[src/design/ctpd_pkg.sv]
package ctpd_pkg;

    localparam int COORD_WIDTH = 12;
    localparam int THRESH_WIDTH = 8;
    localparam logic [THRESH_WIDTH-1:0] THRESH_RESET = THRESH_WIDTH'(10);

    typedef struct packed {
        logic [COORD_WIDTH-1:0] point_x;
        logic [COORD_WIDTH-1:0] point_y;
        logic                   curve_start;
    } point_t;

    typedef struct packed {
        logic [COORD_WIDTH-1:0] extreme_x;
        logic [COORD_WIDTH-1:0] extreme_y;
        logic                   is_maximum;
    } extreme_t;

endpackage

[src/design/curve_turning_point_detector_core.sv]
// channel   direction  handshake          payload
// s_        in         s_valid/s_ready    point_t   (point_x, point_y, curve_start)
// m_        out        m_valid/m_ready    extreme_t (extreme_x, extreme_y, is_maximum)
// cfg_      in         cfg_valid/cfg_ready cfg_data  (turn_threshold)
//
// one item per cycle while s_ready is high; a turning point reaches m_ from a registered queue entry
// tracking state updates in the accept cycle, the result lands in a two-entry output queue
// s_ready drops only while both queue entries are full; cfg_ready is always high
// synchronous active-low reset: threshold 10, tracking cleared, queue empty
module curve_turning_point_detector_core (
    input  logic                              aclk,
    input  logic                              aresetn,
    input  logic                              s_valid,
    output logic                              s_ready,
    input  ctpd_pkg::point_t                  s_item,
    output logic                              m_valid,
    input  logic                              m_ready,
    output ctpd_pkg::extreme_t                m_item,
    input  logic                              cfg_valid,
    output logic                              cfg_ready,
    input  logic [ctpd_pkg::THRESH_WIDTH-1:0] cfg_data
);

    logic               pt_accept;
    logic               res_valid;
    ctpd_pkg::extreme_t res_item;
    logic               pop;
    logic               out_valid_reg, skid_valid_reg;
    ctpd_pkg::extreme_t out_reg, skid_reg;

    assign s_ready   = !skid_valid_reg;
    assign pt_accept = s_valid && s_ready;
    assign cfg_ready = 1'b1;
    assign m_valid   = out_valid_reg;
    assign m_item    = out_reg;
    assign pop       = out_valid_reg && m_ready;

    ctpd_tracker u_tracker (
        .aclk      (aclk),
        .aresetn   (aresetn),
        .cfg_write (cfg_valid),
        .cfg_data  (cfg_data),
        .pt_accept (pt_accept),
        .pt_item   (s_item),
        .res_valid (res_valid),
        .res_item  (res_item)
    );

    always_ff @(posedge aclk) begin
        if (!aresetn) begin
            out_valid_reg  <= 1'b0;
            skid_valid_reg <= 1'b0;
        end else if (skid_valid_reg) begin
            if (pop) begin
                out_reg        <= skid_reg;
                skid_valid_reg <= 1'b0;
            end
        end else if (!out_valid_reg || pop) begin
            out_valid_reg <= res_valid;
            if (res_valid) begin
                out_reg <= res_item;
            end
        end else if (res_valid) begin
            skid_reg       <= res_item;
            skid_valid_reg <= 1'b1;
        end
    end

endmodule

[src/design/ctpd_tracker.sv]
module ctpd_tracker (
    input  logic                            aclk,
    input  logic                            aresetn,
    input  logic                            cfg_write,
    input  logic [ctpd_pkg::THRESH_WIDTH-1:0] cfg_data,
    input  logic                            pt_accept,
    input  ctpd_pkg::point_t                pt_item,
    output logic                            res_valid,
    output ctpd_pkg::extreme_t              res_item
);

    typedef enum logic [1:0] {
        DIR_UNDECIDED = 2'd0,
        DIR_RISING    = 2'd1,
        DIR_FALLING   = 2'd2
    } dir_t;

    logic [ctpd_pkg::THRESH_WIDTH-1:0] thresh_reg;
    dir_t                              dir_reg, dir_next;
    logic [ctpd_pkg::THRESH_WIDTH-1:0] run_reg, run_next;
    logic [ctpd_pkg::COORD_WIDTH-1:0]  prev_x_reg, prev_x_next;
    logic [ctpd_pkg::COORD_WIDTH-1:0]  min_x_reg, min_x_next, min_y_reg, min_y_next;
    logic [ctpd_pkg::COORD_WIDTH-1:0]  max_x_reg, max_x_next, max_y_reg, max_y_next;
    logic                              flip;
    logic [ctpd_pkg::THRESH_WIDTH-1:0] run_counted;
    logic                              step_right, step_left;

    // flip test comes before counting
    assign flip        = (run_reg >= thresh_reg);
    assign run_counted = flip ? '0 : run_reg + 1'b1;
    assign step_right  = (pt_item.point_x > prev_x_reg);
    assign step_left   = (pt_item.point_x < prev_x_reg);

    always_comb begin
        dir_next    = dir_reg;
        run_next    = run_reg;
        prev_x_next = prev_x_reg;
        min_x_next  = min_x_reg;
        min_y_next  = min_y_reg;
        max_x_next  = max_x_reg;
        max_y_next  = max_y_reg;
        res_valid   = 1'b0;
        res_item    = '0;
        if (pt_accept) begin
            prev_x_next = pt_item.point_x;
            if (pt_item.curve_start) begin
                dir_next   = DIR_UNDECIDED;
                run_next   = '0;
                min_x_next = '0;
                min_y_next = '0;
                max_x_next = '0;
                max_y_next = '0;
            end else if (step_right) begin
                case (dir_reg)
                    DIR_RISING: begin
                        run_next   = '0;
                        max_x_next = pt_item.point_x;
                        max_y_next = pt_item.point_y;
                    end
                    DIR_FALLING: begin
                        run_next = run_counted;
                        if (flip) begin
                            dir_next            = DIR_RISING;
                            res_valid           = 1'b1;
                            res_item.extreme_x  = min_x_reg;
                            res_item.extreme_y  = min_y_reg;
                            res_item.is_maximum = 1'b0;
                        end
                    end
                    default: begin
                        run_next = run_counted;
                        if (flip) begin
                            dir_next = DIR_RISING;
                        end
                    end
                endcase
            end else if (step_left) begin
                case (dir_reg)
                    DIR_FALLING: begin
                        run_next   = '0;
                        min_x_next = pt_item.point_x;
                        min_y_next = pt_item.point_y;
                    end
                    DIR_RISING: begin
                        run_next = run_counted;
                        if (flip) begin
                            dir_next            = DIR_FALLING;
                            res_valid           = 1'b1;
                            res_item.extreme_x  = max_x_reg;
                            res_item.extreme_y  = max_y_reg;
                            res_item.is_maximum = 1'b1;
                        end
                    end
                    default: begin
                        run_next = run_counted;
                        if (flip) begin
                            dir_next = DIR_FALLING;
                        end
                    end
                endcase
            end
        end
    end

    always_ff @(posedge aclk) begin
        if (!aresetn) begin
            thresh_reg <= ctpd_pkg::THRESH_RESET;
            dir_reg    <= DIR_UNDECIDED;
            run_reg    <= '0;
            prev_x_reg <= '0;
            min_x_reg  <= '0;
            min_y_reg  <= '0;
            max_x_reg  <= '0;
            max_y_reg  <= '0;
        end else begin
            if (cfg_write) begin
                thresh_reg <= cfg_data;
            end
            dir_reg    <= dir_next;
            run_reg    <= run_next;
            prev_x_reg <= prev_x_next;
            min_x_reg  <= min_x_next;
            min_y_reg  <= min_y_next;
            max_x_reg  <= max_x_next;
            max_y_reg  <= max_y_next;
        end
    end

endmodule
[config.mk]
export PLATFORM = sky130hd
export DESIGN_NAME = curve_turning_point_detector_core
export DESIGN_NICKNAME = d
export VERILOG_FILES = /design/src/design/ctpd_pkg.sv /design/src/design/curve_turning_point_detector_core.sv /design/src/design/ctpd_tracker.sv
export SDC_FILE = /design/constraint.sdc
export NUM_CORES = 1
export LEC_CHECK = 0
export ABC_CLOCK_PERIOD_IN_PS = 3650
export BUFFER_PORTS_ARGS = -buffer_cell sky130_fd_sc_hd__buf_4
export CAP_MARGIN = 20
export CORE_UTILIZATION = 39
export DETAILED_ROUTE_END_ITERATION = 8
export SYNTH_ARGS = -nofsm -noshare
export SYNTH_HDL_FRONTEND = slang
export SYNTH_HIERARCHICAL = 1
export SYNTH_SLANG_ARGS = --single-unit
[constraint.sdc]
create_clock -name aclk -period 3.65 [get_ports aclk]
set_input_delay 0.5475 -clock aclk [delete_from_list [all_inputs] [get_ports aclk]]
set_output_delay 0.5475 -clock aclk [all_outputs]
set_load 0.01 [all_outputs]
==> run summary, run 1 <==
Outcome -> completed
Net switching power -> 0.754 mW
Root buf cell -> clkbuf_16
Die area -> 15,000 um^2
TritonCTS clock tree -> built
DR iter-0 viols -> 257
Layout cells sized above 1 -> 26.4%
Clock power share -> 48.4%
Critical Setup Path Class -> register to register
F_max -> 311 MHz
Pre-antenna DRT Iters -> 5
Comb pwr share -> 5.9%
Hold_ws -> 349 ps
Top Family by Delay on Critical Path -> compound AO/OA/AOI/OAI gates
Initial core utilization -> 40.4%
Hold Buf Count CTS -> 0
Switching share of power -> 22.5%
Mapped Cells -> 515
Tightest Pin Transition -> 1010 ps
Final worst path period share -> 88.2%
Max Cap Viol -> 0
Clock latency at the later pin of the worst-skew pair -> 420 ps
Clk slew on worst S/H paths -> 60 ps
GRT Total Usage -> 17.7%
Pin count of the biggest net entering global routing -> 46
Max Clock Skew -> 5.93 ps
IO buf count -> 64
HP Class -> input port to register
CTS HTree Levels -> 4
Hold Vio Cnt, Final -> 0
Sink Count -> 130
Die height -> 122 um
RSZ-0062 raised after global routing -> no
Pwr Total -> 3.35 mW
Crit. End Element -> register
CP Cell Sequence -> inv_1 -> ha_1 -> nor2b_1 -> o211ai_1 -> a211oi_1 -> o31a_1 -> nand2_1 -> nor2_2 -> a22o_1 -> mux2_2
Routed Wire Length -> 12,300 um
Post-DRT Antenna Nets -> 0
Setup TNS -> 0 ps
Count of cell types in the netlist -> 51
Setup-failing EPs final -> 0
M2 GR Usage -> 25.3%
FP Rows -> 43
Part of the power in registers -> 45.7%
Nets -> 640
Worst path bufs/invs -> 1
Syn Nets -> 574
Die Wd -> 122 um
Core Area -> 14,000 um^2
Worst vdd ir -> 0.254 mV
Diode count -> 0
Relative slew slack -> 32.8%
Post-synthesis cell area -> 5660 um^2
Critical Path Start Type -> register
HPWL Detailed -> 8460 um
Tmin final -> 3220 ps
Ys async rst share -> 0%
Ys Warns -> 6
Postcts setup bufs -> 0
WP data required -> 3940 ps
Synth Flop Type -> dfxtp_1
Syn_area_per_cell -> 11.0 um^2
Longest Clk Path Bufs -> 2
Inserted Clock Buffers -> 17
First-pass GRT wire length -> 20,000 um
Vias -> 4,091
Pint -> 2.60 mW
Met1 Track Usage GR -> 24.6%
GRT busiest layer -> met2
Initial antenna violation count -> 0
Synthesized flop and latch total -> 130
CP max stage delay -> 770 ps
Sequential element share of the synthesized area -> 54.9%
Post-layout util -> 49.6%
EDFF count, synth -> 50
CP max-delay cell -> nor2_2
GPL Wtd Cong -> 0.856
Synth-to-Final Area Change -> 22.6%
Average vias per placed instance -> 5.29
DRC errors left -> 0
Total count of max-transition violations in the final report -> 0
Boundary Pins -> 66
GR Layer Usage met3 -> 5.30%
Pleak -> 2.75 nW
Critical path peak fanout -> 23
Vias in the first global route -> 3,870
CTS-repair resized insts -> 0
Global route overflow -> 0
FILL cells -> 1,271
Worst Path Arrival -> 3510 ps
Power per cell area -> 483 nW/um^2
Wire per inst -> 15.9 um
[final timing paths]
| check | startpoint | to | slack (ps) | cells after the start |
|---|---|---|---|---|
| max | u_tracker/prev_x_reg[1]$_SDFFE_PN0P_ | m_item[12]$_DFFE_PP_ | 430 | 10 |
| min reg2reg | u_tracker/min_x_reg[8]$_SDFFE_PN0P_ | u_tracker/min_x_reg[8]$_SDFFE_PN0P_ | 460 | 2 |
| max reg2reg | u_tracker/prev_x_reg[1]$_SDFFE_PN0P_ | m_item[12]$_DFFE_PP_ | 430 | 10 |
| min | cfg_data[3] | u_tracker/thresh_reg[3]$_SDFFE_PN1P_ | 350 | 3 |
[worst register-to-register path, cell delays in order (launching register included)]
cell,delay [ps]
dfxtp_1,320
inv_1,50
ha_1,290
nor2b_1,150
o211ai_1,90
a211oi_1,500
o31a_1,300
nand2_1,110
nor2_2,770
a22o_1,340
mux2_2,160
[cell usage after synthesis (2+ instances only)]
library cell	n	area [um^2]
dfxtp_1	80	1600
mux2i_1	19	190
buf_2	11	55.1
nand2b_1	3	18.8
a22o_1	29	254
nor3_2	2	20.0
or2_2	3	18.8
buf_6	2	22.5
nor2_2	3	18.8
edfxtp_1	50	1500
a21oi_1	9	45.0
a22oi_1	25	188
nand4_1	2	12.5
buf_1	2	7.51
and2_1	2	12.5
nor2_1	53	199
ha_1	21	263
nor2b_1	6	37.5
a21o_1	2	15.0
mux2_2	25	282
o21ai_0	26	130
nand2_1	38	143
nand3_1	29	145
buf_4	3	22.5
clkbuf_1	12	45.0
a211oi_1	2	15.0
inv_1	26	97.6
a21o_2	5	43.8
o211ai_1	3	22.5
[cell type report]
class,count,area (um^2),share of cell area [%]
flip-flops and latches,130,3100,44.8
multi-input cells,328,2310,33.4
repair buffers,77,616,8.88
clock buffers,20,468,6.75
well taps,180,225,3.25
clock inverters,12,105,1.52
inverters,27,101,1.46
[power by group through the flow]
stage / Clock [mW] / Sequential [mW] / Combinational [mW]
finish: 1.62 / 1.53 / 0.196
global route: 1.72 / 1.53 / 0.219
CTS: 1.65 / 1.53 / 0.197
detailed placement: 0 / 1.56 / 0.196
global placement: 0 / 1.56 / 0.192
floorplan: 0 / 1.56 / 0.119
[placed cells by master, fill, tap and decap left out, types with 5 or more instances in the layout]
master     count
a21o_2         5
o21ai_0       26
mux2i_1       19
mux2_2        25
ha_1          21
nand3_1       29
clkbuf_16     18
a21oi_1        9
buf_4         74
dfxtp_1       80
nor2_1        53
inv_1         26
nand2_1       38
clkinv_2       5
a22oi_1       25
nor2b_1        5
edfxtp_1      50
a22o_1        29
[through the flow]
stage                     setup WS (ps)  instance area (um^2)  cells
after CTS                           445                  6930    774
after global routing                199                  6930    774
final                               430                  6930    774
after global placement              256                  6360    742
after detailed placement            148                  6360    742
after floorplan                    72.6                  5660    515
[cell families after synthesis]
group           share of synthesized area [%]
simple gates                             12.1
compound gates                           15.2
flops                                    54.9
mux                                      8.61
other cells                            0.0663
fa+ha+maj                                4.65
buf+inv                                  4.49
[metal layers]
metal | wire (um) | part of all wire, %
met5 | 0 | 0
met4 | 202 | 1.6
met3 | 835 | 6.8
met2 | 5280 | 43
met1 | 5990 | 49
Note: power is estimated with default switching activity, not from simulation.
==> run 2, diff against run 1 <==
- ABC_AREA: default -> 1
==> run summary, run 2 <==
CTS-repair resized insts -> 0
Layout cells sized above 1 -> 16.0%
Die Wd -> 127 um
Post-DRT Antenna Nets -> 0
Sink Count -> 130
Max Cap Viol -> 0
Longest Clk Path Bufs -> 2
Ys Warns -> 6
CP Cell Sequence -> inv_1 -> ha_1 -> inv_1 -> nand2_1 -> nand2_1 -> nand2_1 -> nand2_1 -> nand2_1 -> nand2_1 -> nand2_1 -> inv_1 -> nor3_4 -> a21oi_1 -> nor2_1 -> inv_1 -> nand2_1 -> nand2_1 -> nor2_2 -> buf_4
Syn Nets -> 810
Diode count -> 0
FP Rows -> 45
DR iter-0 viols -> 396
Worst path bufs/invs -> 5
Pleak -> 3.14 nW
Post-synth top area share -> 26.3%
Critical R2R Capture -> m_item[8]$_DFFE_PP_
DRC errors left -> 0
Nets -> 863
Count of cell types in the netlist -> 33
Vias -> 4,856
EDFF count, synth -> 50
Root buf cell -> clkbuf_16
Vias in the first global route -> 4,392
HPWL Detailed -> 8780 um
Ranking of synthesized cells by area -> dfxtp_1 (26%), edfxtp_1 (25%), nand2_1 (13%), a21oi_1 (6.7%), nor2_1 (4.5%)
Final worst path period share -> 76.0%
Wire per inst -> 13.2 um
Synth Flop Type -> dfxtp_1
Initial core utilization -> 40.0%
Relative slew slack -> 58.7%
Worst R2R Start -> u_tracker/run_reg[0]$_SDFFE_PN0P_
Critical Setup Path Class -> register to register
HP Class -> input port to register
Crit. End Element -> register
GRT Total Usage -> 17.9%
Pre-antenna DRT Iters -> 5
CP max stage delay -> 360 ps
Setup-failing EPs final -> 0
Max Clock Skew -> 5.20 ps
FILL cells -> 1,549
Worst Path Arrival -> 2860 ps
Postcts setup bufs -> 0
Worst setup path endpoint -> m_item[8]$_DFFE_PP_
WP data required -> 3740 ps
Synth-to-Final Area Change -> 18.7%
Leading area contributor after synthesis -> dfxtp_1
Total count of max-transition violations in the final report -> 0
RSZ-0062 raised after global routing -> no
WP depth -> 19
Initial antenna violation count -> 0
F_max -> 360 MHz
Synthesized flop and latch total -> 130
Power per cell area -> 485 nW/um^2
Post-Layout Cell Count -> 1,028
Ys async rst share -> 0%
GPL Wtd Cong -> 0.805
Tightest Pin Transition -> 619 ps
Placed cell count -> 996
Average vias per placed instance -> 4.72
Top-count cell post-synth -> nand2_1
Mapped Cells -> 751
Setup TNS -> 0 ps
Tmin final -> 2770 ps
Die area -> 16,100 um^2
Clock latency at the later pin of the worst-skew pair -> 420 ps
Global route overflow -> 0
Worst reg2reg path depth -> 19
Boundary Pins -> 66
CP max-delay cell -> dfxtp_1
Inserted Clock Buffers -> 17
Worst vdd ir -> 0.308 mV
CTS HTree Levels -> 4
Sequential element share of the synthesized area -> 50.9%
Clk slew on worst S/H paths -> 50 ps
Seq. cell area -> 3100 um^2
Critical path peak fanout -> 25
Die height -> 127 um
CP startpoint -> u_tracker/run_reg[0]$_SDFFE_PN0P_
Pin count of the biggest net entering global routing -> 50
IO buf count -> 64
Hold Buf Count CTS -> 0
Multi-input combinational cell area -> 2460 um^2
First-pass GRT wire length -> 22,400 um
Cell mode on critical path -> nand2_1
Post-synth top cells -> nand2_1 (205), a21oi_1 (82), dfxtp_1 (80), nor2_1 (73), inv_1 (65)
Routed Wire Length -> 13,600 um
Hold Vio Cnt, Final -> 0
TritonCTS clock tree -> built
Post-synthesis cell area -> 6100 um^2
Commonest non-fill, non-tap cell in the layout -> nand2_1
Top Family by Delay on Critical Path -> simple AND/OR/NAND/NOR gates
Core Area -> 15,300 um^2
R2R Setup Slk -> 880 ps
Critical Path Start Type -> register
Commonest non-fill, non-tap cells in the layout -> nand2_1 (205), a21oi_1 (82), dfxtp_1 (80)
Outcome -> completed
Post-layout util -> 47.5%
Syn_area_per_cell -> 8.12 um^2
==> run 2: cell types whose count changed in the layout (fill, tap and decap cells not counted), moves of 25 or more <==
| cell | before | now |
|---|---|---|
| mux2_2 | 25 | 0 |
| inv_1 | 26 | 65 |
| nand2_1 | 38 | 205 |
| a22oi_1 | 25 | 0 |
| a21oi_1 | 9 | 82 |
| a22o_1 | 29 | 0 |
==> run 2: cells by family after synthesis <==
group	count (synthesis)	synth area share (%)
compound gates	134	11.3
simple gates	350	24.3
xor+xnor	2	0.287
other cells	1	0.0615
buf+inv	113	8.92
flops	130	50.9
fa+ha+maj	21	4.31
==> run 2: power breakdown <==
| group | internal [mW] | total, mW | switching, mW | leakage, nW |
|---|---|---|---|---|
| registers | 1.56 | 1.58 | 0.0290 | 1.01 |
| clock network | 1.02 | 1.61 | 0.590 | 0.281 |
| logic | 0.117 | 0.316 | 0.199 | 1.86 |
| total | 2.69 | 3.51 | 0.818 | 3.14 |
==> run 2: area by class of cell <==
| class | count | share of cell area (%) |
|---|---|---|
| clock inverter | 5 | 0.691 |
| multi-input combinational | 508 | 34.0 |
| sequential | 130 | 42.8 |
| inverter | 72 | 3.73 |
| tap | 211 | 3.64 |
| timing repair buffer | 75 | 8.05 |
| clock buffer | 27 | 7.08 |
==> run 2: layer usage <==
metal,part of all wire [%],wire length (um),vias to the layer above,track usage [%]
li1,-,-,2546,-
met1,51,6910,2200,25.3
met2,44,5930,98,26.4
met3,3.9,530,12,3.81
met4,1.4,190,0,7.49
met5,0,0,-,0
==> run 2: stage by stage <==
step / area [um^2] / setup WS, ps / hold slack (ps) / total power [mW]
6_report: 7240 / 875 / 344 / 3.51
5_1_grt: 7240 / 588 / 358 / 3.65
2_1_floorplan: 6100 / 207 / 433 / 1.83
3_3_place_gp: 6650 / 750 / 450 / 1.92
3_5_place_dp: 6680 / 713 / 452 / 1.93
4_1_cts: 7240 / 891 / 331 / 3.54
==> run 2: worst min path at each step <==
| stage | start | end | slack, ps | depth (start not counted) |
|---|---|---|---|---|
| global placement | u_tracker/max_x_reg[2]$_SDFFE_PN0P_ | u_tracker/max_x_reg[2]$_SDFFE_PN0P_ | 450 | 2 |
| floorplan | u_tracker/prev_x_reg[6]$_SDFFE_PN0P_ | u_tracker/prev_x_reg[6]$_SDFFE_PN0P_ | 430 | 2 |
| detailed placement | u_tracker/max_y_reg[11]$_SDFFE_PN0P_ | u_tracker/max_y_reg[11]$_SDFFE_PN0P_ | 450 | 2 |
| global route | cfg_data[0] | u_tracker/thresh_reg[0]$_SDFFE_PN0P_ | 360 | 3 |
| finish | cfg_data[3] | u_tracker/thresh_reg[3]$_SDFFE_PN1P_ | 340 | 3 |
| CTS | cfg_data[3] | u_tracker/thresh_reg[3]$_SDFFE_PN1P_ | 330 | 3 |
==> run 2: worst register-to-register path, delay by kind of cell (launching register included) <==
kind	cells	cell delay [ps]
AOI/OAI and AO/OA	1	80
adders and majority gates	1	280
buffers and inverters	5	630
DFF	1	360
and+or+nand+nor	12	1070
